**src/hdl/bos_pkg.sv**
```systemverilog
`default_nettype none

package bos_pkg;

    // Default number of stack entries
    localparam int unsigned STACK_DEPTH_DEF = 32;
    // Largest number of words one print-all emits
    localparam int unsigned MAX_RESULTS = 32;
    localparam int unsigned DATA_W = 32;

    // Opcodes carried in func; code 7 has no meaning and acts as nop
    typedef enum logic [2:0] {
        OP_PUSH      = 3'd0,
        OP_PRINT_ALL = 3'd1,
        OP_PRINT_TOP = 3'd2,
        OP_POP       = 3'd3,
        OP_SWAP      = 3'd4,
        OP_ADD       = 3'd5,
        OP_NOP       = 3'd6
    } opcode_t;

    // Result status codes
    typedef enum logic [1:0] {
        ST_OK    = 2'd0,
        ST_EMPTY = 2'd1,
        ST_SHORT = 2'd2,
        ST_FULL  = 2'd3
    } status_t;

    // What every cell of the chain does in one cycle
    typedef enum logic [2:0] {
        CELL_HOLD,
        CELL_PUSH,
        CELL_POP,
        CELL_SWAP,
        CELL_ADD,
        CELL_ROT
    } cell_op_t;

    // Control word broadcast along the chain
    typedef struct packed {
        cell_op_t op;
    } cell_ctl_t;

endpackage

`default_nettype wire

```
**src/hdl/bos_ifs.sv**
```systemverilog
`default_nettype none

// Request channel: one opcode word
interface bos_req_if;
    logic               valid;
    logic               ready;
    logic [2:0]         func;
    logic signed [31:0] push_value;

    modport source (output valid, output func, output push_value, input ready);
    modport sink   (input valid, input func, input push_value, output ready);
endinterface

// Response channel: one result word
interface bos_rsp_if;
    logic               valid;
    logic               ready;
    logic signed [31:0] read_value;
    logic               has_value;
    logic [1:0]         status;
    logic               last;

    modport source (output valid, output read_value, output has_value,
                    output status, output last, input ready);
    modport sink   (input valid, input read_value, input has_value,
                    input status, input last, output ready);
endinterface

`default_nettype wire

```
**src/hdl/bos_cell.sv**
```systemverilog
`default_nettype none

// One stack slot; INDEX 0 is the top of the stack
module bos_cell #(
    parameter int unsigned INDEX = 0,
    parameter int unsigned CW    = 6
) (
    input  wire                              clk,
    input  wire bos_pkg::cell_ctl_t          ctl,
    input  wire [CW-1:0]                     count,
    input  wire [bos_pkg::DATA_W-1:0]        upper,
    input  wire [bos_pkg::DATA_W-1:0]        lower,
    input  wire [bos_pkg::DATA_W-1:0]        top,
    output logic [bos_pkg::DATA_W-1:0]       value
);

    logic [bos_pkg::DATA_W-1:0] value_reg;
    logic [bos_pkg::DATA_W-1:0] value_next;
    logic                       is_bottom;

    // This cell holds the deepest live entry
    assign is_bottom = (count == CW'(INDEX + 1));

    // Neighbor selection
    always_comb
    begin
        value_next = value_reg;
        case (ctl.op)
            bos_pkg::CELL_HOLD: value_next = value_reg;
            bos_pkg::CELL_PUSH: value_next = upper;
            bos_pkg::CELL_POP:  value_next = lower;
            bos_pkg::CELL_SWAP:
            begin
                if (INDEX == 0)
                    value_next = lower;
                else if (INDEX == 1)
                    value_next = upper;
            end
            bos_pkg::CELL_ADD:
            begin
                if (INDEX == 0)
                    value_next = value_reg + lower; // wraps mod 2^32
                else
                    value_next = lower;
            end
            bos_pkg::CELL_ROT:
            begin
                if (is_bottom)
                    value_next = top;
                else
                    value_next = lower;
            end
            default: value_next = value_reg;
        endcase
    end

    always_ff @(posedge clk)
    begin
        value_reg <= value_next;
    end

    assign value = value_reg;

endmodule

`default_nettype wire

```
**src/hdl/bytecode_operand_stack_top.sv**
```systemverilog
// Operand stack of signed 32-bit words, one opcode word per request.
// req (sink): func and push_value, taken when valid and ready are high.
// rsp (source): read_value, has_value, status and last per result word.
// Every opcode but print-all gives one result word, registered in the cycle
// after the request is taken; a new request is taken every cycle while
// rsp is not stalled and no print-all is running. Print-all with N entries
// first starts, then rotates the cell chain once per cycle while rsp is
// not stalled, the top cell giving one word per rotation from top to
// bottom; the last word has last set. Past MAX_RESULTS words the chain
// keeps rotating without output so that the stack order comes back. An
// empty stack gives one word, no value. A failed opcode leaves the stack
// as it was and reports a status. Reset clears the entry count and output
// valid; slot contents are kept but are never read before written.
// While rsp stalls, the result word holds and req is not taken; print-all
// pauses its rotation until the word is taken, but not past MAX_RESULTS.
`default_nettype none

module bytecode_operand_stack_top #(
    parameter int unsigned STACK_DEPTH = bos_pkg::STACK_DEPTH_DEF
) (
    input  wire   clk,
    input  wire   rst_n,
    bos_req_if.sink   req,
    bos_rsp_if.source rsp
);

    localparam int unsigned CW = $clog2(STACK_DEPTH + 1);
    localparam int unsigned DW = bos_pkg::DATA_W;

    logic [DW-1:0]      vals [STACK_DEPTH];
    bos_pkg::cell_ctl_t ctl;

    logic [CW-1:0]      count_reg, count_next;
    logic [CW-1:0]      step_reg, step_next;
    logic               busy_reg, busy_next;
    logic               out_valid_reg, out_valid_next;
    logic [DW-1:0]      read_value_reg, read_value_next;
    logic               has_value_reg, has_value_next;
    bos_pkg::status_t   status_reg, status_next;
    logic               last_reg, last_next;

    logic               out_free;
    logic               in_fire;
    logic               emit_now;
    logic [CW-1:0]      step_inc;

    assign out_free  = !out_valid_reg || rsp.ready;
    assign req.ready = !busy_reg && out_free;
    assign in_fire   = req.valid && req.ready;
    assign step_inc  = CW'(step_reg + 1'b1);
    assign emit_now  = (32'(step_reg) < 32'(bos_pkg::MAX_RESULTS));

    // Chain of cells
    for (genvar i = 0; i < STACK_DEPTH; i++)
    begin : g_cell
        logic [DW-1:0] upper_w;
        logic [DW-1:0] lower_w;
        if (i == 0)
        begin : g_top
            assign upper_w = req.push_value;
        end
        else
        begin : g_mid
            assign upper_w = vals[i-1];
        end
        if (i == STACK_DEPTH - 1)
        begin : g_bot
            assign lower_w = vals[i];
        end
        else
        begin : g_lowr
            assign lower_w = vals[i+1];
        end
        bos_cell #(
            .INDEX (i),
            .CW    (CW)
        ) u_cell (
            .clk   (clk),
            .ctl   (ctl),
            .count (count_reg),
            .upper (upper_w),
            .lower (lower_w),
            .top   (vals[0]),
            .value (vals[i])
        );
    end

    // Opcode decode and print-all sequencing
    always_comb
    begin
        ctl.op          = bos_pkg::CELL_HOLD;
        count_next      = count_reg;
        step_next       = step_reg;
        busy_next       = busy_reg;
        out_valid_next  = out_valid_reg && !rsp.ready;
        read_value_next = read_value_reg;
        has_value_next  = has_value_reg;
        status_next     = status_reg;
        last_next       = last_reg;

        if (busy_reg)
        begin
            if (!emit_now || out_free)
            begin
                ctl.op    = bos_pkg::CELL_ROT;
                step_next = step_inc;
                if (step_inc == count_reg)
                    busy_next = 1'b0;
                if (emit_now)
                begin
                    out_valid_next  = 1'b1;
                    read_value_next = vals[0];
                    has_value_next  = 1'b1;
                    status_next     = bos_pkg::ST_OK;
                    last_next       = (step_inc == count_reg) ||
                                      (32'(step_inc) == 32'(bos_pkg::MAX_RESULTS));
                end
            end
        end
        else if (in_fire)
        begin
            out_valid_next  = 1'b1;
            read_value_next = '0;
            has_value_next  = 1'b0;
            status_next     = bos_pkg::ST_OK;
            last_next       = 1'b1;
            case (bos_pkg::opcode_t'(req.func))
                bos_pkg::OP_PUSH:
                begin
                    if (count_reg == CW'(STACK_DEPTH))
                        status_next = bos_pkg::ST_FULL;
                    else
                    begin
                        ctl.op     = bos_pkg::CELL_PUSH;
                        count_next = CW'(count_reg + 1'b1);
                    end
                end
                bos_pkg::OP_PRINT_ALL:
                begin
                    if (count_reg != '0)
                    begin
                        out_valid_next = 1'b0;
                        busy_next      = 1'b1;
                        step_next      = '0;
                    end
                end
                bos_pkg::OP_PRINT_TOP:
                begin
                    if (count_reg == '0)
                        status_next = bos_pkg::ST_EMPTY;
                    else
                    begin
                        read_value_next = vals[0];
                        has_value_next  = 1'b1;
                    end
                end
                bos_pkg::OP_POP:
                begin
                    if (count_reg == '0)
                        status_next = bos_pkg::ST_EMPTY;
                    else
                    begin
                        ctl.op     = bos_pkg::CELL_POP;
                        count_next = CW'(count_reg - 1'b1);
                    end
                end
                bos_pkg::OP_SWAP:
                begin
                    if (count_reg < CW'(2))
                        status_next = bos_pkg::ST_SHORT;
                    else
                        ctl.op = bos_pkg::CELL_SWAP;
                end
                bos_pkg::OP_ADD:
                begin
                    if (count_reg < CW'(2))
                        status_next = bos_pkg::ST_SHORT;
                    else
                    begin
                        ctl.op     = bos_pkg::CELL_ADD;
                        count_next = CW'(count_reg - 1'b1);
                    end
                end
                default: ; // nop and unused code
            endcase
        end
    end

    // Control registers
    always_ff @(posedge clk or negedge rst_n)
    begin
        if (!rst_n)
        begin
            count_reg     <= '0;
            step_reg      <= '0;
            busy_reg      <= 1'b0;
            out_valid_reg <= 1'b0;
        end
        else
        begin
            count_reg     <= count_next;
            step_reg      <= step_next;
            busy_reg      <= busy_next;
            out_valid_reg <= out_valid_next;
        end
    end

    // Result word
    always_ff @(posedge clk)
    begin
        read_value_reg <= read_value_next;
        has_value_reg  <= has_value_next;
        status_reg     <= status_next;
        last_reg       <= last_next;
    end

    assign rsp.valid      = out_valid_reg;
    assign rsp.read_value = read_value_reg;
    assign rsp.has_value  = has_value_reg;
    assign rsp.status     = status_reg;
    assign rsp.last       = last_reg;

endmodule

`default_nettype wire

```
**src/flat_wrapper.sv**
```systemverilog
// flat-port wrapper written by rule: the top's interface ports become plain ports
module bytecode_operand_stack_top_flat 
#(
    parameter int unsigned STACK_DEPTH = bos_pkg::STACK_DEPTH_DEF
)
  (clk, rst_n, req_valid, req_func, req_push_value, req_ready, rsp_valid, rsp_read_value, rsp_has_value, rsp_status, rsp_last, rsp_ready);
  bos_req_if req_i ();
  bos_rsp_if rsp_i ();
  input  wire clk;
  input  wire rst_n;
  input wire logic [$bits(req_i.valid)-1:0] req_valid;
  input wire logic [$bits(req_i.func)-1:0] req_func;
  input wire logic [$bits(req_i.push_value)-1:0] req_push_value;
  output wire logic [$bits(req_i.ready)-1:0] req_ready;
  output wire logic [$bits(rsp_i.valid)-1:0] rsp_valid;
  output wire logic [$bits(rsp_i.read_value)-1:0] rsp_read_value;
  output wire logic [$bits(rsp_i.has_value)-1:0] rsp_has_value;
  output wire logic [$bits(rsp_i.status)-1:0] rsp_status;
  output wire logic [$bits(rsp_i.last)-1:0] rsp_last;
  input wire logic [$bits(rsp_i.ready)-1:0] rsp_ready;
  assign req_i.valid = req_valid;
  assign req_i.func = req_func;
  assign req_i.push_value = req_push_value;
  assign req_ready = req_i.ready;
  assign rsp_valid = rsp_i.valid;
  assign rsp_read_value = rsp_i.read_value;
  assign rsp_has_value = rsp_i.has_value;
  assign rsp_status = rsp_i.status;
  assign rsp_last = rsp_i.last;
  assign rsp_i.ready = rsp_ready;
  bytecode_operand_stack_top #(.STACK_DEPTH(STACK_DEPTH)) u_core (.clk(clk), .rst_n(rst_n), .req(req_i), .rsp(rsp_i));
endmodule
```
**config.mk**
```make
export PLATFORM = sky130hd
export DESIGN_NAME = bytecode_operand_stack_top_flat
export DESIGN_NICKNAME = d
export VERILOG_FILES = /design/src/hdl/bos_pkg.sv /design/src/hdl/bos_ifs.sv /design/src/hdl/bos_cell.sv /design/src/hdl/bytecode_operand_stack_top.sv /design/src/flat_wrapper.sv
export SDC_FILE = /design/constraint.sdc
export NUM_CORES = 2
export LEC_CHECK = 0
export BUFFER_PORTS_ARGS = -buffer_cell sky130_fd_sc_hd__buf_2
export CAP_MARGIN = 20
export CORE_ASPECT_RATIO = 0.9
export CORE_MARGIN = 2
export CORE_UTILIZATION = 45
export DETAILED_ROUTE_END_ITERATION = 8
export GPL_TIMING_DRIVEN = 0
export PLACE_DENSITY = 0.73
export SLEW_MARGIN = 30
export SYNTH_ARGS = -nofsm -noshare
export SYNTH_HDL_FRONTEND = slang
export SYNTH_HIERARCHICAL = 1
export SYNTH_SLANG_ARGS = --single-unit
```
**constraint.sdc**
```tcl
create_clock -name clk -period 17.17 [get_ports clk]
set_input_delay 3.434 -clock clk [delete_from_list [all_inputs] [get_ports clk]]
set_output_delay 3.434 -clock clk [all_outputs]
set_load 0.02 [all_outputs]
```
Yosys cells after proc, flatten, opt, wreduce, memory -nomap -nowiden
Cells that the tools add are included.

word-level totals
  input port bits = 39
  output and inout bits = 38
  word-level logic and storage cells = 246
  flip-flop bits (word level) = 1074

cells by class
  muxes and demuxes = 117
  add/sub/neg operators = 4
  reduce and logical (&&, ||, !) cells = 31
  equality and inequality tests = 51
  order comparisons = 2
  bitwise operators = 1

operators with widths
  kind                 count
  $pmux 32 s3          30
  $mux 32              38
  $pmux 32 s4          1
  $eq 6x5->1 const B   16
  $pmux 32 s2          1
  $eq 6x4->1 const B   8
  $mux 6               8
  $add 32x32->32       1
  $eq 6x3->1 const B   4
  $mux 1               24
  $pmux 6 s3           1
  $mux 2               8
  $ne 2x2->1 const B   7
  $add 6x1->6 const B  2
  $eq 3x2->1 const B   4
  $eq 3x3->1 const B   4
  $eq 6x2->1 const B   2
  $eq 6x6->1 const B   2
  $mux 3               4
  $pmux 3 s4           1
  $reduce_or 2->1      5
  $reduce_bool 3->1    3
  $reduce_bool 2->1    4
  $eq 3x1->1 const B   2
  18 further kinds     26

Logic depth before layout (Yosys ltp)
  depth after elaboration = 10
  depth in mapped cells = 12
  depth with buffers taken out = 11

Modules after synthesis
Netlist, hierarchy kept.

by module, submodules not included
  module                                    cells each  area an instance (µm²)  sequential area each (µm²)  times used
  bos_cell at u_core.g_cell[11].u_cell ...  117         1676.6                  960.9                       7
  bos_cell at u_core.g_cell[16].u_cell ...  118         1659.1                  960.9                       6
  bos_cell at u_core.g_cell[10].u_cell ...  117         1651.6                  960.9                       5
  bos_cell at u_core.g_cell[15].u_cell ...  117         1707.9                  960.9                       4
  bos_cell at u_core.g_cell[28].u_cell ...  118         1636.6                  960.9                       3
  bos_cell at u_core.g_cell[0].u_cell       420         3583.4                  960.9                       1
  bos_cell at u_core.g_cell[22].u_cell ...  118         1631.6                  960.9                       2
  bytecode_operand_stack_top                223         2617.5                  1431.4                      1
  bos_cell at u_core.g_cell[2].u_cell       118         1696.6                  960.9                       1
  bos_cell at u_core.g_cell[1].u_cell       117         1657.8                  960.9                       1
  bos_cell at u_core.g_cell[14].u_cell      117         1649.1                  960.9                       1
  bos_cell at u_core.g_cell[18].u_cell      118         1647.8                  960.9                       1

Worst setup path after synthesis
No wires, ideal clock.

  path type = input to register
  start = in req_func[1]
  end = reg u_core.g_cell[1].u_cell.value_reg (netlist bit u_core/g_cell[1].u_cell/value[0]), enable pin
  slack = -2.168 ns
  setup time = 1.265 ns
  required time = 15.905 ns
  data arrival time = 18.073 ns
  path buffers = 1
  stages on the path = 5
  cell sequence = buf_4 nor4b_1 nand3_1 o21ai_0 a21oi_1

RTL lines
  item                  line                source
  from (decl)           flat_wrapper.sv:12  input wire logic [$bits(req_i.func)-1:0] req_func;
  to (signal assigned)  bos_cell.sv:59      value_reg <= value_next;
  to (decl)             bos_cell.sv:17      logic [bos_pkg::DATA_W-1:0] value_reg;

Worst setup path after layout
  start = in rsp_ready
  end = out req_ready

between the ends
  word-level cells in the longest chain between the ends = 2

RTL lines
  item               line                              source
  from (decl)        flat_wrapper.sv:20                input wire logic [$bits(rsp_i.ready)-1:0] rsp_ready;
  $logic_or 1x1->1   bytecode_operand_stack_top.sv:47  assign out_free = !out_valid_reg || rsp.ready;
  $logic_and 1x1->1  bytecode_operand_stack_top.sv:48  assign req.ready = !busy_reg && out_free;
  to (decl)          flat_wrapper.sv:14                output wire logic [$bits(req_i.ready)-1:0] req_ready;

Every way passes these cells.

==> results_dict.tcl <==
set metrics [dict create \
    layoutNonFillerInstCount 6442 \
    ys_warn_count 6 \
    arrival_ns 4.18 \
    startpoint_type "primary input" \
    largest_reg_flops 1024 \
    synth-edff-count 1060 \
    avgRoutedWirePerCell_um 28.52 \
    maxCapViolations 0 \
    worstSetupPathType "in2out" \
    cts.clk_slew.worst_paths_ns 0.06 \
    drt_wl_total_um 183700 \
    synth_cell_types 93 \
    hpwl_um 137200 \
    hold_path_class "reg2reg" \
    drc 0 \
    dr.pass1.iters 8 \
    worst_pin_slew_ns 1.015 \
    grt_antenna_before_repair 1 \
    place_inst 6243 \
    finalMaxSlewViolations 0 \
    grt_usage_pct 26.89 \
    cts_sinks 1074 \
    place_congestion 0.8658 \
    initial_core_util_pct 45.44 \
    netlist.area_leader.share_pct 55.06 \
    h-tree-depth 3 \
    fp.dieH_um 344.0 \
    cp_max_fo 5 \
    final-setup-viol-count 0 \
    cts_setup_buffers 0 \
    io_pins 77 \
    yosys.cell_count.top_type "edfxtp_1" \
    synth_fp_nets 4363 \
    synth_seq_area_share_pct 55.67 \
    grt-ovfl-total 0 \
    drt-initial-drc-count 7151 \
    synth.area.top_cells "edfxtp_1 (55%), a221o_1 (17%), and3_1 (9.2%), buf_6 (2.4%), and3_2 (2.0%)" \
    portBuffers 76 \
    grt_pass1_wl_um 272300 \
    final.setup_skew_ns 0.04484 \
    crit_required_ns 13.74 \
    fin_crit_ns 7.610 \
    rsz0062_at_grt "false" \
    drive_gt1_share_pct 21.68 \
    post_synth_inst_count 4283 \
    core_um2 127200 \
    synth_top_cell_by_area "edfxtp_1" \
    hold_violations 0 \
    cts_resized 0 \
    syn-cell-area_um2 57810 \
    async_flop_share_pct 1.304 \
    clock-root-buffer "clkbuf_16" \
    tritoncts "done" \
    grt_pass1_vias 43400 \
    dieWidth_um 381.8 \
    fin_nets 4731 \
    vias 45090 \
    fillerInstances 10630 \
    period_share_pct 44.32 \
    cts_hold_buf 0 \
    num_rows 124 \
    cts_buffers 107 \
    clk_latency_ns 0.74 \
    status "finished clean" \
    dieArea_um2 131300 \
    end_kind "output port" \
    areaGrowthSynthToFinish_pct 14.95 \
    cts_max_path_buffers 3 \
    synthFlopType "edfxtp_1" \
    ant_nets 0 \
    avgViaCountPerCell 7.000 \
    synth_area_per_cell_um2 13.50 \
    fmax_ghz 0.1314 \
    maxSlewHeadroom_pct 30.55 \
    grt_max_degree 38 \
    synth_commonest_cells "edfxtp_1 (1,060), a221o_1 (997), and3_1 (846)" \
    ys_ff_latch 1074 \
]
[cell usage in the layout, fill, tap and decap left out, drive strengths merged, types with 8 or more instances in the layout]
cell / count
dfrtp: 14
dlygate4sd1: 8
xnor2: 54
a221o: 997
clkbuf: 273
xor2: 45
a211oi: 8
nand4bb: 11
nand2b: 38
o21ai: 71
nor4: 26
nand3: 18
o21a: 14
buf: 528
nor3: 31
edfxtp: 1060
nor2b: 51
nor2: 86
ha: 39
nand2: 34
bufinv: 12
and3: 1000
clkinv: 52
a222oi: 12
a21o: 23
a221oi: 11
a21oi: 53
nand3b: 34
nand4: 8
inv: 19
nor3b: 9
[worst max-delay path: stages]
cell and delay, ns:
buf_2 0.10, nor2b_1 0.39, nor2_1 0.08, buf_2 0.17
[path summary, 6_finish.rpt]
check / startpoint / to / slack [ns] / cells after the start
worst min register to register: u_core/g_cell[14].u_cell/value[11]$_DFFE_PP_ / u_core/g_cell[13].u_cell/value[11]$_DFFE_PP_ / 0.56 / 1
worst min-delay path: u_core/g_cell[14].u_cell/value[11]$_DFFE_PP_ / u_core/g_cell[13].u_cell/value[11]$_DFFE_PP_ / 0.56 / 1
worst max-delay path: rsp_ready / req_ready / 9.56 / 4
min in group asynchronous: rst_n / u_core/step_reg[5]$_DFFE_PN0P_ / 2.60 / 1
worst max register to register: u_core/count_reg[2]$_DFFE_PN0P_ / u_core/g_cell[29].u_cell/value[0]$_DFFE_PP_ / 12.62 / 13
max in group asynchronous: rst_n / u_core/count_reg[3]$_DFFE_PN0P_ / 14.28 / 1
[through the flow]
step                hold WS (ns)  utilization, %  setup TNS, ns  worst slack [ns]  cell area (um2)
floorplan                 0.5414               -              0             3.078            57810
global placement          0.5607           47.41       -5449.39            -4.972            60310
detailed placement        0.5521           49.50              0             9.556            62980
CTS                       0.5651           52.22              0             9.571            66440
global route              0.5958           52.23              0             9.529            66440
finish                    0.5636           52.23              0             9.560            66450
[cell families (layout without fill, tap and decap cells)]
logic type                 after synthesis  after routing  share of synthesized area, %
other                                    0              3                             0
xor gates and xnor gates                99             99                         1.500
and+or+nand+nor                       1375           1375                         16.26
DFF                                   1074           1074                         55.67
AOI/OAI and AO/OA                     1242           1242                         20.29
adders and majority gates               41             41                        0.9134
muxes                                   13             13                        0.2576
buffers and inverters                  439            894                         5.104
[layer usage]
layer / wire length (um) / global-route usage, %
met5: 0 / 0
met4: 6347 / 9.375
met3: 20490 / 4.909
met2: 82290 / 41.75
met1: 74570 / 37.98
[layout make-up]
cell class	count	area [um2]	area share (%)
inverters	17	63.81	0.09603
well taps	1701	2128	3.203
plain buffers	422	2887	4.344
flip-flops and latches	1074	32200	48.46
diodes	3	7.507	0.01130
repair buffers	259	2745	4.131
clock inverters	67	678.2	1.021
multi-input cells	2770	22960	34.55
clock buffers	129	2781	4.186
Power is not shown: default switching activity piles up to over one toggle a cycle in this logic, so the estimate is an artifact.
